--- src/p1305_pkg.sv ---
`default_nettype none
// ----------------------------------------------------------------------------
// p1305_pkg
// Shared types and constants for the Poly1305 authenticator engine.
// ----------------------------------------------------------------------------
package p1305_pkg;

    localparam int QUEUE_DEPTH = 2;
    localparam int CFG_IDX_W   = 2;

    localparam logic [CFG_IDX_W-1:0] REG_R_LOW  = 2'd0;
    localparam logic [CFG_IDX_W-1:0] REG_R_HIGH = 2'd1;
    localparam logic [CFG_IDX_W-1:0] REG_S_LOW  = 2'd2;
    localparam logic [CFG_IDX_W-1:0] REG_S_HIGH = 2'd3;

    localparam logic [63:0] CLAMP_LOW  = 64'h0FFF_FFFC_0FFF_FFFF;
    localparam logic [63:0] CLAMP_HIGH = 64'h0FFF_FFFC_0FFF_FFFC;

    // 2^130 - 5
    localparam logic [129:0] PRIME = {{127{1'b1}}, 3'b011};

    // classified block: padded 131-bit message value, absorb and finish flags
    typedef struct packed {
        logic [130:0] msg;
        logic         absorb;
        logic         fin;
    } blk_t;

    typedef enum logic [2:0] {
        ST_IDLE,
        ST_MUL,
        ST_RED,
        ST_SUB,
        ST_TAG
    } eng_state_t;

endpackage
`default_nettype wire

--- src/p1305_front.sv ---
`default_nettype none
// ----------------------------------------------------------------------------
// p1305_front
// Accepts input beats, masks and pads the block, and queues it for the back.
// ----------------------------------------------------------------------------
module p1305_front #(
    parameter int QueueDepth = p1305_pkg::QUEUE_DEPTH
) (
    input  wire logic              clk,
    input  wire logic              rst_n,
    input  wire logic              s_tvalid,
    output logic                   s_tready,
    input  wire logic [135:0]      s_tdata,
    input  wire logic              s_tlast,
    output logic                   q_valid,
    input  wire logic              q_pop,
    output p1305_pkg::blk_t        q_item
);
    localparam int PW = (QueueDepth > 1) ? $clog2(QueueDepth) : 1;
    localparam int CW = $clog2(QueueDepth + 1);

    p1305_pkg::blk_t   mem_reg [QueueDepth];
    logic [PW-1:0]     wr_reg, rd_reg;
    logic [CW-1:0]     cnt_reg;
    logic [4:0]        nb;
    logic [127:0]      raw, mask, pad;
    p1305_pkg::blk_t   cls;
    logic              push;

    always_comb
    begin
        raw  = s_tdata[127:0];
        nb   = (s_tdata[132:128] > 5'd16) ? 5'd16 : s_tdata[132:128];
        mask = '0;
        pad  = '0;
        for (int i = 0; i < 16; i++)
        begin
            if (5'(i) < nb)
                mask[8*i +: 8] = 8'hFF;
            if (5'(i) == nb)
                pad[8*i] = 1'b1;
        end
        cls.msg    = {2'b00, (nb == 5'd16), (raw & mask) | pad};
        cls.absorb = (nb != 5'd0);
        cls.fin    = s_tlast;
    end

    assign s_tready = (cnt_reg != CW'(QueueDepth));
    assign push     = s_tvalid && s_tready && (cls.absorb || cls.fin);
    assign q_valid  = (cnt_reg != '0);
    assign q_item   = mem_reg[rd_reg];

    always_ff @(posedge clk)
    begin
        if (push)
            mem_reg[wr_reg] <= cls;
    end

    always_ff @(posedge clk or negedge rst_n)
    begin
        if (!rst_n)
        begin
            wr_reg  <= '0;
            rd_reg  <= '0;
            cnt_reg <= '0;
        end
        else
        begin
            if (push)
                wr_reg <= (wr_reg == PW'(QueueDepth - 1)) ? '0 : wr_reg + 1'b1;
            if (q_pop)
                rd_reg <= (rd_reg == PW'(QueueDepth - 1)) ? '0 : rd_reg + 1'b1;
            cnt_reg <= cnt_reg + CW'(push) - CW'(q_pop);
        end
    end
endmodule
`default_nettype wire

--- config.mk ---
export PLATFORM = sky130hd
export DESIGN_NAME = p1305_front
export DESIGN_NICKNAME = d
export VERILOG_FILES = /design/src/p1305_pkg.sv /design/src/p1305_front.sv
export SDC_FILE = /design/constraint.sdc
export NUM_CORES = 1
export LEC_CHECK = 0
export BUFFER_PORTS_ARGS = -buffer_cell sky130_fd_sc_hd__buf_2
export CORE_MARGIN = 2
export CORE_UTILIZATION = 40
export CTS_BUF_LIST = sky130_fd_sc_hd__clkbuf_4 sky130_fd_sc_hd__clkbuf_8
export CTS_CLUSTER_SIZE = 40
export DETAILED_ROUTE_END_ITERATION = 8
export GPL_TIMING_DRIVEN = 0
export HOLD_SLACK_MARGIN = 0.05
export PLACE_DENSITY = 0.64
export SETUP_SLACK_MARGIN = 0.3
export SYNTH_ARGS = -nofsm -noshare
export SYNTH_HDL_FRONTEND = slang
export SYNTH_SLANG_ARGS = --single-unit
--- constraint.sdc ---
create_clock -name clk -period 11.6 [get_ports clk]
set_clock_uncertainty 0.05 [all_clocks]
set_input_delay 3.48 -clock clk [delete_from_list [all_inputs] [get_ports clk]]
set_output_delay 3.48 -clock clk [all_outputs]
set_load 0.01 [all_outputs]
### After elaboration in Yosys (flattened, before gate mapping)

Memories as Yosys holds them, arrays and structs flattened.
Index checks and enable logic that the tools add are counted.

| storage, ports and cells | value |
|---|---|
| register bits | 4 |
| RAM bits | 262 |
| word-level logic and storage cells | 87 |
| memories | 1 |

| cells by class | value |
|---|---|
| add/sub/neg operators | 4 |
| magnitude comparators | 17 |
| equality and inequality tests | 17 |
| mux-type cells | 37 |
| bitwise logic cells | 2 |
| reduce and logical (&&, ||, !) cells | 6 |

Memory list:

| memory | words | width | rd ports | clocked after memory_dff | wr ports | line | source |
|---|---|---|---|---|---|---|---|
| mem_reg | 2 | 131 | 1 | 0 | 1 | p1305_front.sv:22 | `p1305_pkg::blk_t mem_reg [QueueDepth];` |

Operator list:

| cell | count |
|---|---|
| 128-bit AND | 1 |
| 8-bit two-way mux | 16 |
| 128-bit by 121-bit OR with 128-bit output | 1 |
| 4-bit by 5-bit == test with 1-bit output (first input constant) | 8 |
| 4-bit by 5-bit less-than comparator with 1-bit output (first input constant) | 8 |
| 3-bit by 5-bit == test with 1-bit output (first input constant) | 4 |
| 3-bit by 5-bit less-than comparator with 1-bit output (first input constant) | 4 |
| 1-bit two-way mux | 20 |
| 2-bit by 5-bit == test with 1-bit output (first input constant) | 2 |
| 1-bit by 5-bit less-than comparator with 1-bit output (first input constant) | 2 |
| 2-bit by 5-bit less-than comparator with 1-bit output (first input constant) | 2 |
| 1-bit by 5-bit == test with 1-bit output (first input constant) | 1 |
| 5-bit == test (second input constant) | 1 |
| 5-bit > comparator (second input constant) | 1 |
| 5-bit logical NOT | 1 |
| 5-bit two-way mux | 1 |
| 5-bit nonzero test | 1 |
| 1-bit adder (second input constant) | 2 |
| 2-bit by 1-bit adder with 2-bit output | 1 |
| 1-bit logical AND | 2 |
| 2-bit != test (second input constant) | 1 |
| 2-bit nonzero test | 1 |
| 2-bit by 1-bit subtractor with 2-bit output | 1 |
| 1-bit logical OR | 1 |

### Logic depth before layout (Yosys ltp)

Gate-level depths: netlist of the first run.

| logic depth | value |
|---|---|
| depth after elaboration | 7 |
| depth in mapped cells | 9 |
| depth with buffers taken out | 7 |

### Worst setup path after synthesis of the first run

No wires, ideal clock.

| timing | value |
|---|---|
| path kind | in2reg |
| start point | input port s_tdata[132] |
| end point | memory mem_reg[0][0] (netlist bit), enable pin |
| data arrival time | 9557 ps |
| data required time | 10927 ps |
| slack | 1370 ps |
| stages | 5 |
| path buffers | 2 |
| path through | clkbuf_1 or3_1 buf_6 o311ai_4 nor2_1 |

| between the ends | value |
|---|---|
| word-level cells in the longest chain between the ends | 7 |

Ends and longest elaborated chain:

| item | line | source |
|---|---|---|
| start, declared | p1305_front.sv:13 | `input wire logic [135:0] s_tdata,` |
| 5-bit > comparator | p1305_front.sv:33 | `nb = (s_tdata[132:128] > 5'd16) ? 5'd16 : s_tdata[132:128];` |
| 5-bit two-way mux (*) | p1305_front.sv:33 |  |
| 5-bit nonzero test (*) | p1305_front.sv:44 | `cls.absorb = (nb != 5'd0);` |
| 1-bit logical OR (*) | p1305_front.sv:49 | `assign push = s_tvalid && s_tready && (cls.absorb \|\| cls.fin);` |
| 1-bit logical AND (*) | p1305_front.sv:49 |  |
| 1-bit two-way mux (*) | p1305_front.sv:55 | `if (push)` |
| 1-bit two-way mux (not written as such) (*) | p1305_front.sv:56 | `mem_reg[wr_reg] <= cls;` |
| end, declared | p1305_front.sv:22 |  |

Mark *: on every way between the ends. The rest lies on a longest branch, timed or not.

==> flow_summary.ini, run 1 <==
[status]
outcome = completed

[setup_path]
cp-end-kind = primary output
arrival_ps = 2510
r2r-end = mem_reg[0][102]
path_max_fanout = 10
reg2regPathDepth = 6
r2r-start = cnt_reg[1]
crit_type = reg2out
reg2reg_slack_ps = 8990
crit_path_start_kind = flip-flop
crit_required_ps = 8070

[layout]
drive_gt1_share_pct = 51.0
seqCellArea_sq_um = 7970
layout.cells.most_common_list = buf_2 (276), edfxtp_1 (262), mux2_2 (131)
syn_to_final_growth_pct = 25.7
fill_cells = 2278
utilization_pct = 51.5
multi_input_area_sq_um = 2630
instances_no_fill = 1307
final_common_cell = buf_2
final_nets = 1085
largest_reg_flops = 262

[power]
power.share.clock_pct = 24.6
pwr-share-seq_pct = 43.3
power_density_nw_per_um2 = 233
intPower_mw = 2.20
netSwitchingPower_mw = 0.946
p_leak_nw = 5.15
peakVddDrop_v = 0.000113
p_comb_share_pct = 32.1
total_power_mw = 3.15
sw_frac_of_total_pct = 30.1

[worst_hold_path]
hold_path.class = reg2reg
hold_end = cnt_reg[1]
worstHoldStart = cnt_reg[1]
hold_depth = 1

[yosys]
synth-main-ff-cell = edfxtp_1
netlist_instances = 619
synthArstFlopShare_pct = 1.50
syn_area_per_cell_sq_um = 17.4
yosys_warnings = 0
synth_seq_cells = 266
synth.distinct_cells = 36
synth_area_sq_um = 10700
synth_edf_count = 262
seq_area_frac_synth_pct = 74.2

[timing]
hold_slack_ps = 452
period_needed_ps = 6040
setup_viol = 0
min_period_over_period_pct = 52.1
worstMarginPinSlew_ps = 1200
maxSlewHeadroom_pct = 20.2
fmax_ghz = 0.166
rsz0062_at_grt = false
slew_viol_final = 0
final-hold-violation-count = 0

[clock_tree]
numCtsBuffers = 45
postCtsHoldBufs = 0
cts_tree = done
cts-root-buf = clkbuf_8
clk_pin_slew_worst_paths_ps = 60
clkLatencyLatePin_ps = 550
cts.htree.levels = 2
cts_resized = 0
cts_sinks = 266
cts_buffer_depth = 3
cts_setup_buffers = 0

[die]
ios = 276
dieArea_sq_um = 28200
num_rows = 59
core_area_sq_um = 26200
die_w_microns = 168
die-height_microns = 168
initial_core_util_pct = 41.0

[placed_design]
dpl.cell_count = 1230
hpwlAfterDp_mm = 17.4
portBuffers = 267
gp_congestion = 0.767

[routing]
via_per_inst = 4.81
drt_first_pass_iters = 4
initialDrtViolationCount = 361
drtAntennaViolNets = 0
drc = 0
routed_wl_mm = 25.2
wl_per_cell_microns = 19.3
num_vias = 6281

[flow_run]
drv_cap = 0

[global_routing]
grt.overflow.total = 0
grt_pass1_wl_mm = 37.2
grt_max_degree = 30
first_global_vias = 6564
grt_util_all_layers_pct = 17.5
antenna_found_initial = 8
[through the flow]
stage | setup TNS [ps] | cell area [sq um] | worst slack [ps]
finish | 0 | 13500 | 5560
global route | 0 | 13500 | 5350
CTS | 0 | 13500 | 5440
detailed placement | 0 | 12700 | 5410
global placement | -646970 | 12500 | -2490
floorplan | 0 | 10700 | 1370
[Yosys cell counts (all sizes together), types with 4 or more instances]
library cell	count	share of area, %
edfxtp	262	73
buf	18	0.94
a21oi	11	0.51
mux2	131	14
inv	5	0.17
nand2	10	0.35
or2	4	0.23
nor2	18	0.63
clkbuf	11	0.38
dfrtp	4	0.93
nor2b	76	4.4
and2	36	2.1
[critical path: stages, from the launching register on]
cell and delay [ps]:
dfrtp_1 320, clkbuf_1 230, clkbuf_1 490, buf_2 400, mux2_2 380, buf_2 150
[power groups by stage]
stage | clock network, mW | logic (mW) | registers [mW]
floorplan | 0 | 0.597 | 1.42
global placement | 0 | 0.980 | 1.46
detailed placement | 0 | 1.03 | 1.38
CTS | 0.800 | 1.03 | 1.37
global route | 0.842 | 1.09 | 1.38
finish | 0.775 | 1.01 | 1.36
[worst max-delay path by stage]
stage | start | cells after the start | endpoint
final | rd_reg | 5 | q_item[104]
after global routing | rd_reg | 5 | q_item[26]
after CTS | rd_reg | 5 | q_item[104]
after detailed placement | s_tdata[132] | 8 | mem_reg[0][69]
after global placement | s_tdata[132] | 5 | mem_reg[0][69]
after floorplan | s_tdata[132] | 5 | mem_reg[0][0]
[layer usage]
metal	wire, microns	part of all wire, %	global-route usage (%)	vias up
met3	2060	8.2	6.58	55
met1	10100	40	20.6	3060
met4	658	2.6	6.43	4
met5	22	0.087	0	-
li1	-	-	-	2955
met2	12400	49	29.3	207
[cells by family (layout without fill, tap and decap cells)]
family / count (synthesis) / count (layout) / synth area share (%)
flip-flops: 266 / 266 / 74.2
AND/OR/NAND/NOR: 156 / 156 / 8.42
multiplexers: 131 / 131 / 13.7
buffers and inverters: 34 / 380 / 1.50
AO/OA/AOI/OAI: 25 / 25 / 1.57
XOR/XNOR: 4 / 4 / 0.326
adder cells (fa/ha/maj): 2 / 2 / 0.233
other: 1 / 8 / 0.0349
[final cells by class]
type                            instances  area share [%]
Timing Repair Buffer                  275            11.1
Multi-Input combinational cell        320            19.5
Inverter                                5           0.139
Buffer                                 29            1.06
Tap cell                              335            3.10
Sequential cell                       266            59.0
Antenna cell                            6           0.111
Clock buffer                           66            5.89
Clock inverter                          5           0.148
(Power assumes the default switching activity.)
==> run 2: changes to the inputs <==
- ABC_AREA: unset -> 1
- PLACE_DENSITY: 0.64 -> 0.66
- clock period: 11.6 -> 5.2 ns (I/O delays scaled with it)
==> flow_summary.ini, run 2 <==
[placed_design]
hpwlAfterDp_mm = 17.4
portBuffers = 270
gp_congestion = 0.748
dpl_cell_area_sq_um = 12900

[die]
die_w_microns = 169
initial_core_util_pct = 40.6
ios = 276
core_area_sq_um = 26900
dieArea_sq_um = 28600
die-height_microns = 169
num_rows = 60

[clock_tree]
cts-root-buf = clkbuf_8
cts_buffer_depth = 3
numCtsBuffers = 47
cts_setup_buffers = 0
cts_sinks = 266
postCtsHoldBufs = 0
cts.htree.levels = 2
clk_pin_slew_worst_paths_ps = 60
cts_resized = 0
clkLatencyLatePin_ps = 550
cts_tree = done

[flow_run]
drv_cap = 0

[worst_hold_path]
hold_path.class = reg2reg
hold_depth = 2
worstHoldStart = wr_reg
hold_end = wr_reg

[setup_path]
critPathBufInv = 4
crit_family = buffers and inverters
reg2regPathDepth = 5
arrival_ps = 2120
cpMaxStageDelayCell = mux2_2
reg2reg_slack_ps = 2650
crit_path_start_kind = flip-flop
cp_cell_sequence = buf_2 -> buf_2 -> buf_4 -> mux2_2 -> buf_2
cp-end-kind = primary output
r2r-end = mem_reg[0][99]
r2r-start = cnt_reg[1]
crit_required_ps = 3590
cp_slowest_stage_delay_ps = 370
cp.depth = 5
crit_top_cell = buf_2
path_max_fanout = 10
crit_type = reg2out

[layout]
drive_gt1_share_pct = 47.0
final_common_cell = buf_2
utilization_pct = 51.3
largest_reg_flops = 262
final_cell_area_sq_um = 13800
syn_to_final_growth_pct = 26.2
final_nets = 1209
fill_cells = 2386
layout.cells.most_common_list = buf_2 (278), edfxtp_1 (262), mux2_2 (131)

[yosys]
synth_adder_area_share_pct = 0.229
synth_seq_cells = 266
synthArstFlopShare_pct = 1.50
netlist_instances = 739
syn_area_per_cell_sq_um = 14.8
yosys_warnings = 0
synthMuxAreaShare_pct = 13.5
synth_area_leaders = edfxtp_1 (72%), mux2_2 (14%), inv_1 (4.5%)
synth.largest_area_cell = edfxtp_1
synth_compound_area_share_pct = 1.01
seq_area_frac_synth_pct = 73.0
synth_simple_gate_area_share_pct = 6.26
synth_top_family_by_area = multiplexers
synth_top_area_share_pct = 72.0
synth.distinct_cells = 29
synth_edf_count = 262
synth_xor_area_share_pct = 0.241
synth_most_common_cell = edfxtp_1
synth_area_sq_um = 10900
synth-main-ff-cell = edfxtp_1
netlist_top_cells_count = edfxtp_1 (262), mux2_2 (131), inv_1 (130), nor2_1 (107), nand2_1 (39)

[timing]
period_needed_ps = 3730
setup_viol = 0
final-hold-violation-count = 0
maxSlewHeadroom_pct = 44.6
slew_viol_final = 0
min_period_over_period_pct = 71.8
hold_slack_ps = 457
worstMarginPinSlew_ps = 829
rsz0062_at_grt = false
setup_tns_ps = 0
fmax_ghz = 0.268

[routing]
via_per_inst = 4.65
drtAntennaViolNets = 0
drc = 0
routed_wl_mm = 25.8
initialDrtViolationCount = 284
num_vias = 6726
wl_per_cell_microns = 17.8
drt_first_pass_iters = 4

[power]
power_density_nw_per_um2 = 520
total_power_mw = 7.17
p_leak_nw = 5.87
peakVddDrop_v = 0.000245

[global_routing]
antenna_found_initial = 12
grt_pass1_wl_mm = 37.5
grt_max_degree = 36
grt_util_all_layers_pct = 17.5
first_global_vias = 6797
grt.overflow.total = 0

[status]
outcome = completed
-- run 2: cell types whose count changed after synthesis, sizes merged, moves of 3 or more --
cell	previous run	this run
inv	5	134
nor2	18	111
nor2b	76	0
and2	36	0
nand2	10	45
a21oi	11	0
clkbuf	11	1
nand3	2	7
o21ai	3	8
a31oi	3	0
nand2b	3	0
o31ai	1	4
or2	4	1
-- run 2: cells by family after synthesis --
family,count (synthesis)
buffers and inverters,154
AO/OA/AOI/OAI,16
adder cells (fa/ha/maj),2
multiplexers,131
flip-flops,266
other,1
AND/OR/NAND/NOR,166
XOR/XNOR,3
-- run 2: worst min-delay path: cells and delay by family, from the launching register on --
family / cells / cell delay, ps
simple gates: 2 / 110
flops: 1 / 360
-- run 2: worst max-delay path by stage --
stage,startpoint,end,slack [ps]
after detailed placement,s_tdata[130],mem_reg[0][99],1160
after CTS,rd_reg,q_item[28],1380
after global placement,s_tdata[130],mem_reg[0][99],-840
final,rd_reg,q_item[92],1470
after global routing,rd_reg,q_item[98],1330
after floorplan,s_tdata[129],mem_reg[0][0],850
-- run 2: metal layers --
metal | vias to the layer above | wire, microns | GRT usage, %
li1 | 3214 | - | -
met1 | 3213 | 10600 | 21.3
met2 | 239 | 12400 | 28.5
met3 | 54 | 2130 | 6.41
met4 | 6 | 654 | 6.50
met5 | - | 42 | 0
-- run 2: cell type report --
class	count	area [sq um]	area share (%)
Sequential cell	266	7970	57.8
Multi-Input combinational cell	320	2330	16.9
Timing Repair Buffer	277	1490	10.8
Clock buffer	63	779	5.66
Inverter	134	507	3.68
Tap cell	341	427	3.10
Clock inverter	18	128	0.926
Buffer	20	126	0.917
Antenna cell	9	22.5	0.163
-- run 2: report_power, final --
part	switching (mW)	internal (mW)
Combinational	1.27	0.998
Clock	0.808	1.06
Sequential	0.0930	2.94
Total	2.17	5.00
-- run 2: metrics by stage --
stage	setup WS (ps)	cells
3_3_place_gp	-836	1351
3_5_place_dp	1160	1358
5_1_grt	1330	1443
6_report	1470	1448
2_1_floorplan	854	740
4_1_cts	1380	1439
==> run 3: changes to the inputs <==
- clock period: 5.2 -> 3.35 ns (I/O delays scaled with it)
==> flow_summary.ini, run 3 (same netlist as run 2, synthesis figures left out) <==
[placed_design]
gp_congestion = 0.759
dpl_cell_area_sq_um = 12900
hpwlAfterDp_mm = 17.5
portBuffers = 270

[setup_path]
crit_family = buffers and inverters
reg2reg_slack_ps = 990
r2r-start = cnt_reg[0]
cp-startpoint = rd_reg
crit_required_ps = 2290
cpMaxStageDelayCell = mux2_2
crit_type = reg2out
cp_cell_sequence = buf_2 -> buf_12 -> buf_6 -> mux2_2 -> buf_2
r2r-end = mem_reg[0][98]
arrival_ps = 1890
critPathBufInv = 4
crit_path_start_kind = flip-flop
cp-end-kind = primary output
cp_slowest_stage_delay_ps = 350
crit_top_cell = buf_2
cp-endpoint = q_item[82]
cp.depth = 5
reg2regPathDepth = 6
path_max_fanout = 10

[clock_tree]
numCtsBuffers = 46
postCtsHoldBufs = 0
cts_sinks = 266
cts.htree.levels = 2
clkLatencyLatePin_ps = 540
cts_setup_buffers = 0
clk_pin_slew_worst_paths_ps = 60
cts-root-buf = clkbuf_8
cts_tree = done
cts_buffer_depth = 3

[timing]
min_period_over_period_pct = 87.9
worstMarginPinSlew_ps = 827
final-hold-violation-count = 0
period_needed_ps = 2940
setup_viol = 0
fmax_ghz = 0.340
slew_viol_final = 0
rsz0062_at_grt = false
hold_slack_ps = 212
maxSlewHeadroom_pct = 44.8

[routing]
wl_per_cell_microns = 17.5
via_per_inst = 4.64
wl_met2_mm = 12.5
drtAntennaViolNets = 0
initialDrtViolationCount = 294
top_layer_used = met5
num_vias = 6696
wl_met1_mm = 10.0
wl_met3_mm = 2.08
routed_wl_mm = 25.2
drc = 0
drt_first_pass_iters = 6

[layout]
layout.cells.most_common_list = buf_2 (277), edfxtp_1 (262), mux2_2 (131)
final_cell_area_sq_um = 13900
largest_reg_flops = 262
seqCellArea_sq_um = 7970
final_common_cell = buf_2
fill_cells = 2393
syn_to_final_growth_pct = 27.0
final_nets = 1209
multi_input_area_sq_um = 2350
drive_gt1_share_pct = 47.8

[die]
core_area_sq_um = 26900
num_rows = 60
die_w_microns = 169
ios = 276
initial_core_util_pct = 40.6
die-height_microns = 169
dieArea_sq_um = 28600

[global_routing]
grt_max_degree = 36
grt.overflow.total = 0
antenna_found_initial = 6
grt_util_all_layers_pct = 17.2
first_global_vias = 6928
grt_pass1_wl_mm = 37.1

[power]
p_leak_nw = 5.92
peakVddDrop_v = 0.000407
power_density_nw_per_um2 = 808

[flow_run]
drv_cap = 0

[status]
outcome = completed

[worst_hold_path]
hold_path.class = in2async
[run 3: worst reg2reg max path, cell delays in order (launching register included)]
cell and delay (ps):
dfrtp_1 400, inv_1 90, a21boi_2 70, nand3_2 110, clkinvlp_4 670, buf_12 460, buf_12 210
[run 3: metrics by stage]
| step | TNS (ps) | total power [mW] | util [%] | cells | worst slack [ps] |
|---|---|---|---|---|---|
| detailed placement | -961 | 8.39 | 48.0 | 1359 | -31.7 |
| floorplan | -98350 | 6.91 | - | 740 | -392 |
| CTS | 0 | 11.4 | 51.5 | 1440 | 314 |
| global route | 0 | 11.8 | 51.6 | 1443 | 303 |
| finish | 0 | 11.2 | 51.6 | 1444 | 407 |
| global placement | -513430 | 8.29 | 47.4 | 1351 | -1990 |
[run 3: worst min-delay path by stage]
stage	from	slack [ps]	endpoint	cells past startpoint
CTS	rst_n	180	cnt_reg[0]	1
global route	rst_n	170	cnt_reg[0]	1
floorplan	wr_reg	390	wr_reg	2
global placement	wr_reg	400	wr_reg	2
detailed placement	wr_reg	410	wr_reg	2
finish	rst_n	210	wr_reg	1
[run 3: what timing repair did]
item / in CTS / in global routing
gates resized for setup: 10 / 3
endpoints found under the hold margin: 0 / 0
endpoints found under the setup margin: 80 / 64
[run 3: cell type report]
type / count / share of cell area (%)
Inverter: 134 / 3.65
Multi-Input combinational cell: 320 / 17.0
Sequential cell: 266 / 57.4
Clock inverter: 12 / 0.550
Buffer: 20 / 1.26
Timing Repair Buffer: 278 / 11.0
Clock buffer: 69 / 6.04
Tap cell: 341 / 3.08
Antenna cell: 4 / 0.0722
[run 3: metal layers]
layer / vias to the layer above / global-route usage, %
met5: - / 0
met4: 4 / 6.84
met3: 50 / 5.53
met2: 235 / 29.4
met1: 3204 / 20.3
li1: 3203 / -
[run 3: power by group]
group          total [mW]  internal [mW]  switching, mW  leakage (nW)
logic                3.60           1.63           1.98          2.92
clock network        2.89           1.66           1.23         0.490
registers            4.71           4.57          0.147          2.51
